<file path="src/hdl/krt_pkg.sv">
// Shared types, codes and constants for the keyed record table.
package krt_pkg;

   localparam int KRT_ENTRIES = 16;

   localparam logic [63:0] NULL_TEXT = 64'h0000_0000_4C4C_554E;

   localparam logic [2:0] MODE_INSERT = 3'd0;
   localparam logic [2:0] MODE_CHANGE = 3'd1;
   localparam logic [2:0] MODE_REMOVE = 3'd2;
   localparam logic [2:0] MODE_SEARCH = 3'd3;
   localparam logic [2:0] MODE_DUMP   = 3'd4;

   localparam logic [1:0] ST_OK   = 2'd0;
   localparam logic [1:0] ST_FULL = 2'd1;
   localparam logic [1:0] ST_DUP  = 2'd2;
   localparam logic [1:0] ST_MISS = 2'd3;

   typedef struct packed {
      logic        [2:0]  mode;
      logic signed [31:0] key_code;
      logic        [63:0] name_part0;
      logic        [63:0] name_part1;
      logic        [31:0] name_part2;
      logic signed [31:0] population;
   } req_word_type;

   typedef struct packed {
      logic        [1:0]  status;
      logic        [3:0]  position;
      logic signed [31:0] out_code;
      logic        [63:0] out_name0;
      logic        [63:0] out_name1;
      logic        [31:0] out_name2;
      logic signed [31:0] out_population;
      logic               last;
   } rsp_word_type;

   typedef struct packed {
      logic [63:0] name0;
      logic [63:0] name1;
      logic [31:0] name2;
      logic [31:0] population;
   } record_type;

   typedef struct packed {
      logic capture;
      logic resolve;
      logic dump_read;
      logic dump_emit;
   } krt_cmd_type;

   typedef struct packed {
      logic dump_last;
   } krt_sts_type;

endpackage

</file>
<file path="src/hdl/krt_ctrl.sv">
// Sequencer for the keyed record table: handshakes, operation steps and dump walk.
module krt_ctrl
   import krt_pkg::*;
(
   input  logic        clock,
   input  logic        reset,
   input  logic        req_valid,
   input  logic [2:0]  req_mode,
   output logic        req_stall,
   output logic        rsp_valid,
   input  logic        rsp_stall,
   output krt_cmd_type cmd,
   input  krt_sts_type sts
);

   typedef enum logic [1:0] {
      S_IDLE,
      S_RESOLVE,
      S_DUMP_READ,
      S_DUMP_EMIT
   } state_type;

   state_type state_ff, state_in;
   logic      rsp_valid_ff, rsp_valid_in;
   logic      slot_free;
   logic      accept;

   assign req_stall = (state_ff != S_IDLE);
   assign rsp_valid = rsp_valid_ff;
   assign accept    = req_valid && (state_ff == S_IDLE);
   assign slot_free = !rsp_valid_ff || !rsp_stall;

   always_comb begin
      state_in      = state_ff;
      cmd           = '0;
      cmd.capture   = accept;
      case (state_ff)
         S_IDLE: begin
            if (req_valid) begin
               if (req_mode == MODE_DUMP) begin
                  state_in = S_DUMP_READ;
               end else if (req_mode == MODE_INSERT || req_mode == MODE_CHANGE ||
                            req_mode == MODE_REMOVE || req_mode == MODE_SEARCH) begin
                  state_in = S_RESOLVE;
               end
            end
         end
         S_RESOLVE: begin
            if (slot_free) begin
               cmd.resolve = 1'b1;
               state_in    = S_IDLE;
            end
         end
         S_DUMP_READ: begin
            cmd.dump_read = 1'b1;
            state_in      = S_DUMP_EMIT;
         end
         S_DUMP_EMIT: begin
            if (slot_free) begin
               cmd.dump_emit = 1'b1;
               state_in      = sts.dump_last ? S_IDLE : S_DUMP_READ;
            end
         end
         default: begin
            state_in = S_IDLE;
         end
      endcase
   end

   assign rsp_valid_in = (cmd.resolve || cmd.dump_emit) ? 1'b1 : (rsp_valid_ff && rsp_stall);

   always_ff @(posedge clock) begin
      if (reset) begin
         state_ff     <= S_IDLE;
         rsp_valid_ff <= 1'b0;
      end else begin
         state_ff     <= state_in;
         rsp_valid_ff <= rsp_valid_in;
      end
   end

endmodule

</file>
<file path="src/hdl/krt_dpath.sv">
// Datapath for the keyed record table: key registers, record memory and result register.
module krt_dpath
   import krt_pkg::*;
#(
   parameter int TABLE_ENTRIES = KRT_ENTRIES
)
(
   input  logic         clock,
   input  logic         reset,
   input  req_word_type req_word,
   output rsp_word_type rsp_word,
   input  krt_cmd_type  cmd,
   output krt_sts_type  sts
);

   localparam int IDX_W = $clog2(TABLE_ENTRIES);
   localparam logic [IDX_W-1:0] LAST_IDX = IDX_W'(TABLE_ENTRIES - 1);

   logic signed [31:0]     key_ff [TABLE_ENTRIES];
   logic [TABLE_ENTRIES-1:0] valid_ff;
   record_type             mem [TABLE_ENTRIES];

   req_word_type           item_ff;
   logic [TABLE_ENTRIES-1:0] hit_vec_ff, empty_vec_ff;
   logic [IDX_W-1:0]       cnt_ff;
   record_type             rd_ff;
   logic                   rd_valid_ff;
   logic signed [31:0]     rd_key_ff;
   rsp_word_type           rsp_ff, rsp_in;

   logic                   hit_any, empty_any;
   logic [IDX_W-1:0]       hit_idx, empty_idx;
   logic                   key_we, valid_we, mem_we, valid_wdata;
   logic signed [31:0]     key_wdata;
   logic [IDX_W-1:0]       wr_idx;
   record_type             wr_data;

   assign sts.dump_last = (cnt_ff == LAST_IDX);
   assign rsp_word      = rsp_ff;

   // first hit and first empty slot, lowest index wins
   always_comb begin
      hit_any   = 1'b0;
      empty_any = 1'b0;
      hit_idx   = '0;
      empty_idx = '0;
      for (int i = TABLE_ENTRIES - 1; i >= 0; i--) begin
         if (hit_vec_ff[i]) begin
            hit_any = 1'b1;
            hit_idx = IDX_W'(i);
         end
         if (empty_vec_ff[i]) begin
            empty_any = 1'b1;
            empty_idx = IDX_W'(i);
         end
      end
   end

   always_comb begin
      key_we         = 1'b0;
      valid_we       = 1'b0;
      mem_we         = 1'b0;
      valid_wdata    = 1'b0;
      key_wdata      = item_ff.key_code;
      wr_idx         = hit_idx;
      wr_data.name0      = item_ff.name_part0;
      wr_data.name1      = item_ff.name_part1;
      wr_data.name2      = item_ff.name_part2;
      wr_data.population = item_ff.population;
      rsp_in         = '0;
      rsp_in.status  = ST_OK;
      rsp_in.last    = 1'b1;
      if (cmd.dump_emit) begin
         rsp_in.position       = 4'(cnt_ff);
         rsp_in.out_code       = rd_key_ff;
         rsp_in.out_name0      = rd_valid_ff ? rd_ff.name0 : NULL_TEXT;
         rsp_in.out_name1      = rd_valid_ff ? rd_ff.name1 : '0;
         rsp_in.out_name2      = rd_valid_ff ? rd_ff.name2 : '0;
         rsp_in.out_population = rd_valid_ff ? rd_ff.population : '0;
         rsp_in.last           = sts.dump_last;
      end else begin
         case (item_ff.mode)
            MODE_INSERT: begin
               if (hit_any) begin
                  rsp_in.status   = ST_DUP;
                  rsp_in.position = 4'(hit_idx);
               end else if (!empty_any) begin
                  rsp_in.status = ST_FULL;
               end else begin
                  rsp_in.position = 4'(empty_idx);
                  wr_idx          = empty_idx;
                  key_we          = cmd.resolve;
                  mem_we          = cmd.resolve;
                  valid_we        = cmd.resolve;
                  valid_wdata     = 1'b1;
               end
            end
            MODE_CHANGE: begin
               if (hit_any) begin
                  rsp_in.position = 4'(hit_idx);
                  mem_we          = cmd.resolve;
                  valid_we        = cmd.resolve;
                  valid_wdata     = 1'b1;
               end else begin
                  rsp_in.status = ST_MISS;
               end
            end
            MODE_REMOVE: begin
               if (hit_any) begin
                  rsp_in.position = 4'(hit_idx);
                  key_we          = cmd.resolve;
                  key_wdata       = '0;
                  valid_we        = cmd.resolve;
                  valid_wdata     = 1'b0;
               end else begin
                  rsp_in.status = ST_MISS;
               end
            end
            MODE_SEARCH: begin
               if (hit_any) begin
                  rsp_in.position = 4'(hit_idx);
               end else begin
                  rsp_in.status = ST_MISS;
               end
            end
            default: begin
               rsp_in.status = ST_OK;
            end
         endcase
      end
   end

   always_ff @(posedge clock) begin
      if (reset) begin
         for (int i = 0; i < TABLE_ENTRIES; i++) begin
            key_ff[i] <= '0;
         end
         valid_ff <= '0;
      end else begin
         if (key_we) begin
            key_ff[wr_idx] <= key_wdata;
         end
         if (valid_we) begin
            valid_ff[wr_idx] <= valid_wdata;
         end
      end
   end

   always_ff @(posedge clock) begin
      if (mem_we) begin
         mem[wr_idx] <= wr_data;
      end
      if (cmd.dump_read) begin
         rd_ff <= mem[cnt_ff];
      end
   end

   always_ff @(posedge clock) begin
      if (cmd.capture) begin
         item_ff <= req_word;
         cnt_ff  <= '0;
         for (int i = 0; i < TABLE_ENTRIES; i++) begin
            hit_vec_ff[i]   <= (key_ff[i] == req_word.key_code);
            empty_vec_ff[i] <= (key_ff[i] == 32'sd0);
         end
      end else if (cmd.dump_emit) begin
         cnt_ff <= cnt_ff + IDX_W'(1);
      end
      if (cmd.dump_read) begin
         rd_valid_ff <= valid_ff[cnt_ff];
         rd_key_ff   <= key_ff[cnt_ff];
      end
      if (cmd.resolve || cmd.dump_emit) begin
         rsp_ff <= rsp_in;
      end
   end

endmodule

</file>
<file path="src/hdl/keyed_record_table_core.sv">
// Top level of the keyed record table: sequencer plus datapath.
// Usage:
//   Request channel (req_valid, req_stall, req_word) takes one operation word:
//   insert, change, remove, search or dump. Response channel (rsp_valid,
//   rsp_stall, rsp_word) returns one word per operation, or one word per slot
//   for a dump with last set on the final slot. Undefined modes give no word.
// Operation steps:
//   For insert, change, remove and search the word is taken and all keys
//   are compared in parallel into hit and empty vectors, then the first hit
//   or empty slot is picked, the slot is written for a successful insert,
//   change or remove, and the response register is loaded. A dump walks the
//   record memory slot by slot (registered read, then response load).
//   A new request is taken as soon as the response register is loaded, while
//   that response still waits to be taken.
// Reset: all slots empty (code 0, name "NULL", population 0); per-slot valid
//   bits stand in for the record memory contents, so no clearing pass runs.
// Stall: a stalled response holds in the output register; the next result,
//   and with it any further request, waits until the register frees.
module keyed_record_table_core
   import krt_pkg::*;
#(
   parameter int TABLE_ENTRIES = KRT_ENTRIES
)
(
   input  logic         clock,
   input  logic         reset,
   input  logic         req_valid,
   output logic         req_stall,
   input  req_word_type req_word,
   output logic         rsp_valid,
   input  logic         rsp_stall,
   output rsp_word_type rsp_word
);

   krt_cmd_type cmd;
   krt_sts_type sts;

   krt_ctrl u_ctrl (
      .clock     (clock),
      .reset     (reset),
      .req_valid (req_valid),
      .req_mode  (req_word.mode),
      .req_stall (req_stall),
      .rsp_valid (rsp_valid),
      .rsp_stall (rsp_stall),
      .cmd       (cmd),
      .sts       (sts)
   );

   krt_dpath #(
      .TABLE_ENTRIES (TABLE_ENTRIES)
   ) u_dpath (
      .clock    (clock),
      .reset    (reset),
      .req_word (req_word),
      .rsp_word (rsp_word),
      .cmd      (cmd),
      .sts      (sts)
   );

   a_load_shows: assert property (@(posedge clock) disable iff (reset)
      (cmd.resolve || cmd.dump_emit) |=> rsp_valid)
      else $error("response load did not raise rsp_valid");

   a_no_overlap: assert property (@(posedge clock) disable iff (reset)
      (req_valid && !req_stall) |-> !(cmd.resolve || cmd.dump_emit || cmd.dump_read))
      else $error("request taken while an operation is in progress");

   a_dump_ends: assert property (@(posedge clock) disable iff (reset)
      (cmd.dump_emit && sts.dump_last) |=> !req_stall)
      else $error("block not idle after final dump word");

   a_one_cmd: assert property (@(posedge clock) disable iff (reset)
      $onehot0({cmd.capture, cmd.resolve, cmd.dump_read, cmd.dump_emit}))
      else $error("more than one datapath command at once");

endmodule

</file>
<file path="config.mk">
export PLATFORM = sky130hd
export DESIGN_NAME = keyed_record_table_core
export DESIGN_NICKNAME = d
export VERILOG_FILES = /design/src/hdl/krt_pkg.sv /design/src/hdl/krt_ctrl.sv /design/src/hdl/krt_dpath.sv /design/src/hdl/keyed_record_table_core.sv
export SDC_FILE = /design/constraint.sdc
export NUM_CORES = 2
export LEC_CHECK = 0
export CORE_AREA = 2 2 548 550
export DETAILED_ROUTE_END_ITERATION = 7
export DIE_AREA = 0 0 550 552
export DONT_BUFFER_PORTS = 1
export MAX_ROUTING_LAYER = met4
export PLACE_DENSITY_LB_ADDON = 0.2
export SETUP_SLACK_MARGIN = 0.05
export SLEW_MARGIN = 5
export SYNTH_ARGS = -nofsm -noshare
export SYNTH_HDL_FRONTEND = slang
export SYNTH_SLANG_ARGS = --single-unit
</file>
<file path="constraint.sdc">
create_clock -name clock -period 13.5 [get_ports clock]
set_clock_uncertainty 0.1 [all_clocks]
set_input_delay 0 -clock clock [delete_from_list [all_inputs] [get_ports clock]]
set_output_delay 0 -clock clock [all_outputs]
set_load 0.03 [all_outputs]
</file>
Word level (Yosys, flattened, before mapping) --
Memories as Yosys holds them, arrays and structs flattened. A register that Yosys moved wholly into a read port is not among the register bits. Cells that the tools add are included.
Storage, ports and cells: output and inout bits 233, bits of input ports 231, RAM bits 3584, memories 2, logic and storage cells 215, register bits 514
Operators by class: eq/ne operators 31, reductions and logical operators 35, mux-type cells 121, $lt $le $gt $ge 3, add/sub/neg operators 1
Memories:
- u_dpath.mem | depth 16, bits a word 192, rd ports 1, clocked after memory_dff 1, write ports 1, line krt_dpath.sv:21 | record_type mem [TABLE_ENTRIES];
- u_dpath.key_ff | depth 16, bits a word 32, rd ports 17, clocked after memory_dff 1, write ports 16, line krt_dpath.sv:19 | logic signed [31:0] key_ff [TABLE_ENTRIES];
Operators with widths (count):
- $eq 32x32->1 | 16
- $logic_not 32->1 | 16
- $mux 4 | 40
- $mux 32 | 4
- $mux 1 | 58
- $reduce_or 32->1 | 1
- $mux 31 | 1
- $bwmux 16 | 1
- $mux 2 | 7
- $eq 3x2->1 const B | 4
- $lt 4x5->1 const B | 2
- $pmux 1 s2 | 4
- $pmux 2 s4 | 1
- $pmux 4 s2 | 1
- $eq 3x1->1 const B | 2
- $logic_not 3->1 | 2
- $mux 6 | 1
- $logic_or 1x1->1 | 5
- $add 4x1->4 const B | 1
- $bmux 1 s4 | 1
- $demux 1 s4 | 1
- $eq 2x2->1 const B | 2
- $eq 4x4->1 const B | 1
- $ge 4x1->1 const B | 1
- other kinds (14) | 18

Logic depth before layout (Yosys ltp) --
word-level depth 25, gate-level depth with buffers 11, gate-level depth less buffers 8

Cells and area by module --
Synthesis repeated with hierarchy kept, for this count alone.
Second synthesis, totals: cells, all modules 7820, area, all modules 168410.3 um2
Modules (own cells, without submodules):
- krt_dpath | cells each 7799, sequential area each 129494.2 um2, area an instance 168243.9 um2, times used 1
- krt_ctrl | cells each 21, sequential area each 60.1 um2, area an instance 166.4 um2, times used 1

Least setup slack after synthesis --
Ideal clock, no wire load.
path type register -> register, start register u_ctrl.state_ff[1], end register u_dpath.empty_vec_ff[0], enable pin, arrival 11763 ps, stages on the path, launching flop included 4, buffers on the path 1, clock period less this slack 12755 ps, library setup time 892 ps, path slack 745 ps, required time 12508 ps, cell sequence dfxtp_1 clkbuf_1 or2_2 nor2_1
RTL lines:
- start: declaration | line krt_ctrl.sv:23 | state_type state_ff, state_in;
- start signal: assignment | line krt_ctrl.sv:77 | state_ff <= state_in;
- end signal: indexed assignment | line krt_dpath.sv:164 | empty_vec_ff[i] <= (key_ff[i] == 32'sd0);
- end: declaration | line krt_dpath.sv:24 | logic [TABLE_ENTRIES-1:0] hit_vec_ff, empty_vec_ff;

Worst setup path after layout --
start register u_ctrl.state_ff[1], end memory u_dpath.mem[1][41] (netlist bit), enable pin
On the way: word-level cells in the longest chain between the ends 8, elaborated cells on any way between the ends 12, classes of those cells eq/ne (2); mux (10)
RTL lines:
- $eq 2x1->1 | line krt_ctrl.sv:37 | case (state_ff)
- $mux 1 | line krt_ctrl.sv:37
- $mux 1 | line krt_dpath.sv:87 | end else if (!empty_any) begin
- $mux 1 | line krt_dpath.sv:84 | if (hit_any) begin
- $pmux 1 s2 | line krt_dpath.sv:82 | case (item_ff.mode)
- $mux 1 | line krt_dpath.sv:73 | if (cmd.dump_emit) begin
- $mux 1 | line krt_dpath.sv:150 | if (mem_we) begin
- $mux 1 (implied by the code) | line krt_dpath.sv:151 | mem[wr_idx] <= wr_data;
- end: declaration | line krt_dpath.sv:21
Several ways; a longest one is shown, not always the timed one.

==> results_dict.tcl <==
set metrics [dict create \
    critical_path_class "reg -> reg" \
    fin_nets 8761 \
    crit_chain "inv_1 > o21ai_1 > nor4_1 > or2_0 > nor2_4 > nand2_1 > nor2_4 > buf_12 > buf_4" \
    drv_cap 0 \
    most-common-layout-cells "edfxtp_1, mux4_2, nor2_1" \
    ios 464 \
    hold_path.class "in -> reg" \
    grt_use_met2 0.469 \
    grt_max_degree 150 \
    fmax_ghz 0.144 \
    worstMarginPinSlew_ns 1.32 \
    reg2reg_from "u_ctrl.state_ff[1]" \
    cp_data_required_time_ns 13.97 \
    leakage_nw 61.0 \
    synth-edff-count 4299 \
    totalWireLength_um 465000 \
    fillCellCount 19495 \
    drc 0 \
    num_rows 201 \
    wire_per_inst_um 36.0 \
    start_util 0.566 \
    post_cts_resized 0 \
    syn_area_um2 169000 \
    setup_viol 0 \
    startpoint "u_ctrl.state_ff[1]" \
    slowest_delay_ns 0.97 \
    synthCells 7894 \
    postCtsSetupBuffers 0 \
    grt_use_met3 0.0602 \
    place_congestion 1.00 \
    fin_crit_sh 0.513 \
    irDropWorstVdd_v 0.000130 \
    yosysWarnings 0 \
    grt_first_pass_wirelength_um 656000 \
    min_period_ns 6.92 \
    drt_pass1_iterations 6 \
    port_buffers 0 \
    antenna_found_initial 59 \
    ant_nets 0 \
    coreArea_um2 298000 \
    cts_buffer_depth 4 \
    cp_max_fo 105 \
    worstPathArrival_ns 7.39 \
    top_usage_layer "met2" \
    cts_buffers 429 \
    ys_types 57 \
    end_kind "flip-flop" \
    cpMostUsedCell "nor2_4" \
    max_slew_margin 0.117 \
    path_clk_slew_ns 0.06 \
    r2r_slack_ns 6.58 \
    p_per_area_nw_per_um2 146 \
    synth-seq-area-share 0.767 \
    fin_setup_tns_ns 0 \
    synthFlopType "edfxtp_1" \
    r2r_end "u_dpath.mem[1][41]" \
    layout_commonest_cell "edfxtp_1" \
    use_met1 0.433 \
    cts.sinks 4322 \
    die_w_um 550 \
    first_global_vias 86233 \
    synth-async-reset-ratio 0 \
    fp.dieH_um 552 \
    start_kind "flip-flop" \
    insertion_delay_ns 0.96 \
    num_vias 85951 \
    syn_nets 8126 \
    die_area_um2 304000 \
    ys_ff_latch 4322 \
    finalPower_mw 28.3 \
    report.final.slew_viol_count 0 \
    h-tree-depth 5 \
    overflow 0 \
    hold_viol 0 \
    dp_hpwl_um 257000 \
    area_growth_pct 14.7 \
    grt_setup_unrepaired "false" \
    outcome "complete, no violations" \
    cts-root-buf "clkbuf_16" \
    syn_avg_cell_area_um2 21.4 \
    cp-endpoint "u_dpath.mem[1][41]" \
    drtIter0Drc 12529 \
    grtUsageTotal 0.316 \
    tritoncts "yes" \
    vias_per_cell 6.66 \
    cp_slowest_cell "nor2_4" \
    drive_gt1_frac 0.220 \
    worstRegToRegCells 9 \
]
-- how the worst min path moves through the flow --
stage	to	slack [ns]	startpoint	cells past startpoint
after floorplan	u_dpath.item_ff[0]	-0.001	req_word[0]	0
after global placement	u_ctrl.rsp_valid	-0.02	reset	1
after detailed placement	u_ctrl.rsp_valid	-0.02	reset	1
after CTS	u_dpath.item_ff[125]	0.009	req_word[125]	2
after global routing	u_dpath.item_ff[21]	0.09	req_word[21]	2
final	u_dpath.item_ff[108]	0.1	req_word[108]	2
-- worst max-delay path, delay by kind of cell, from the launching register on --
kind	cells	cell delay [ns]
DFF	1	0.91
AOI/OAI and AO/OA	1	0.62
buffers and inverters	3	1.53
and+or+nand+nor	5	2.81
-- per-stage QoR --
step	hold slack, ns	cell area (um^2)	worst slack [ns]	utilization	std cells
finish	0.0957	194000	6.58	0.650	12914
global route	0.0881	194000	6.44	0.649	12903
CTS	0.00894	194000	6.71	0.649	12854
detailed placement	-0.0195	174000	6.75	0.582	11512
global placement	-0.0241	174000	6.87	0.582	11512
floorplan	-0.00113	169000	0.745	-	7894
-- sequential cells by signal, indices dropped and copies added, names as in the netlist --
signal,flops
u_ctrl.rsp_valid,1
u_ctrl.state_ff,2
u_dpath.cnt_ff,4
u_dpath.empty_vec_ff,16
u_dpath.hit_vec_ff,16
u_dpath.item_ff,227
u_dpath.key_ff,512
u_dpath.mem,3072
u_dpath.rd_ff,192
u_dpath.rd_key_ff,32
u_dpath.rd_valid_ff,1
u_dpath.rsp_word,231
u_dpath.valid_ff,16
-- power by group --
group / internal (mW) / switching (mW) / total [mW]
sequential: 15.0 / 0.404 / 15.4
clock: 7.04 / 5.05 / 12.1
combinational: 0.292 / 0.540 / 0.832
-- kinds of logic after synthesis --
family	share of synthesized area
flip-flops	0.767
XOR/XNOR	0.0268
multiplexers	0.150
adder cells (fa/ha/maj)	0.0000741
AO/OA/AOI/OAI	0.00470
AND/OR/NAND/NOR	0.0399
buffers and inverters	0.0115
-- per-layer routing --
| metal | part of all wire | vias up | routed length [um] |
|---|---|---|---|
| met5 | 0 | - | 0 |
| li1 | - | 34136 | - |
| met2 | 0.47 | 5159 | 220000 |
| met3 | 0.095 | 916 | 44300 |
| met1 | 0.38 | 45740 | 177000 |
| met4 | 0.052 | 0 | 24100 |
-- layout make-up --
class                      count  area, um^2  share of cell area
sequential                  4322      130000               0.669
multi-input combinational   3081       37600               0.194
clock buffer                 528       11200              0.0579
timing repair buffer         670        7050              0.0364
tap                         3958        4950              0.0256
clock inverter               270        3050              0.0157
antenna                       60         150            0.000775
inverter                      25         101            0.000523
-- cells in the mapped netlist (2+ instances only) --
library cell  instances  area share
a211oi_1             18     0.00080
a21o_1                6     0.00027
a21oi_1              43      0.0013
a31oi_1               5     0.00019
and2_1                2    0.000074
and3_1              211      0.0078
buf_1                87      0.0019
buf_2                41      0.0012
buf_4                15     0.00067
clkbuf_1            323      0.0072
dfxtp_1              23      0.0027
edfxtp_1           4299        0.76
inv_1                24     0.00053
mux4_2             1125        0.15
nand2_1              24     0.00053
nand3_1              37      0.0011
nand3_2               2     0.00012
nand4_1             161      0.0060
nor2_1              591       0.013
nor3_1               14     0.00041
nor4_1              260      0.0096
nor4_2                3     0.00022
o21ai_0              10     0.00030
o21ai_1               2    0.000059
o21bai_1             12     0.00053
o31ai_1               4     0.00018
or2_2                 2    0.000074
or3_1                 2    0.000074
or4_1                 6     0.00027
xnor2_1               2     0.00010
xor2_1              514       0.027
-- what timing repair did --
| action | 4_1_cts | 5_1_grt |
|---|---|---|
| hold buffers | 544 | 0 |
| endpoints found under the hold margin | 1004 | 0 |
| setup endpoints to repair | 0 | 0 |
No activity file was read; power rests on OpenSTA's default activity.
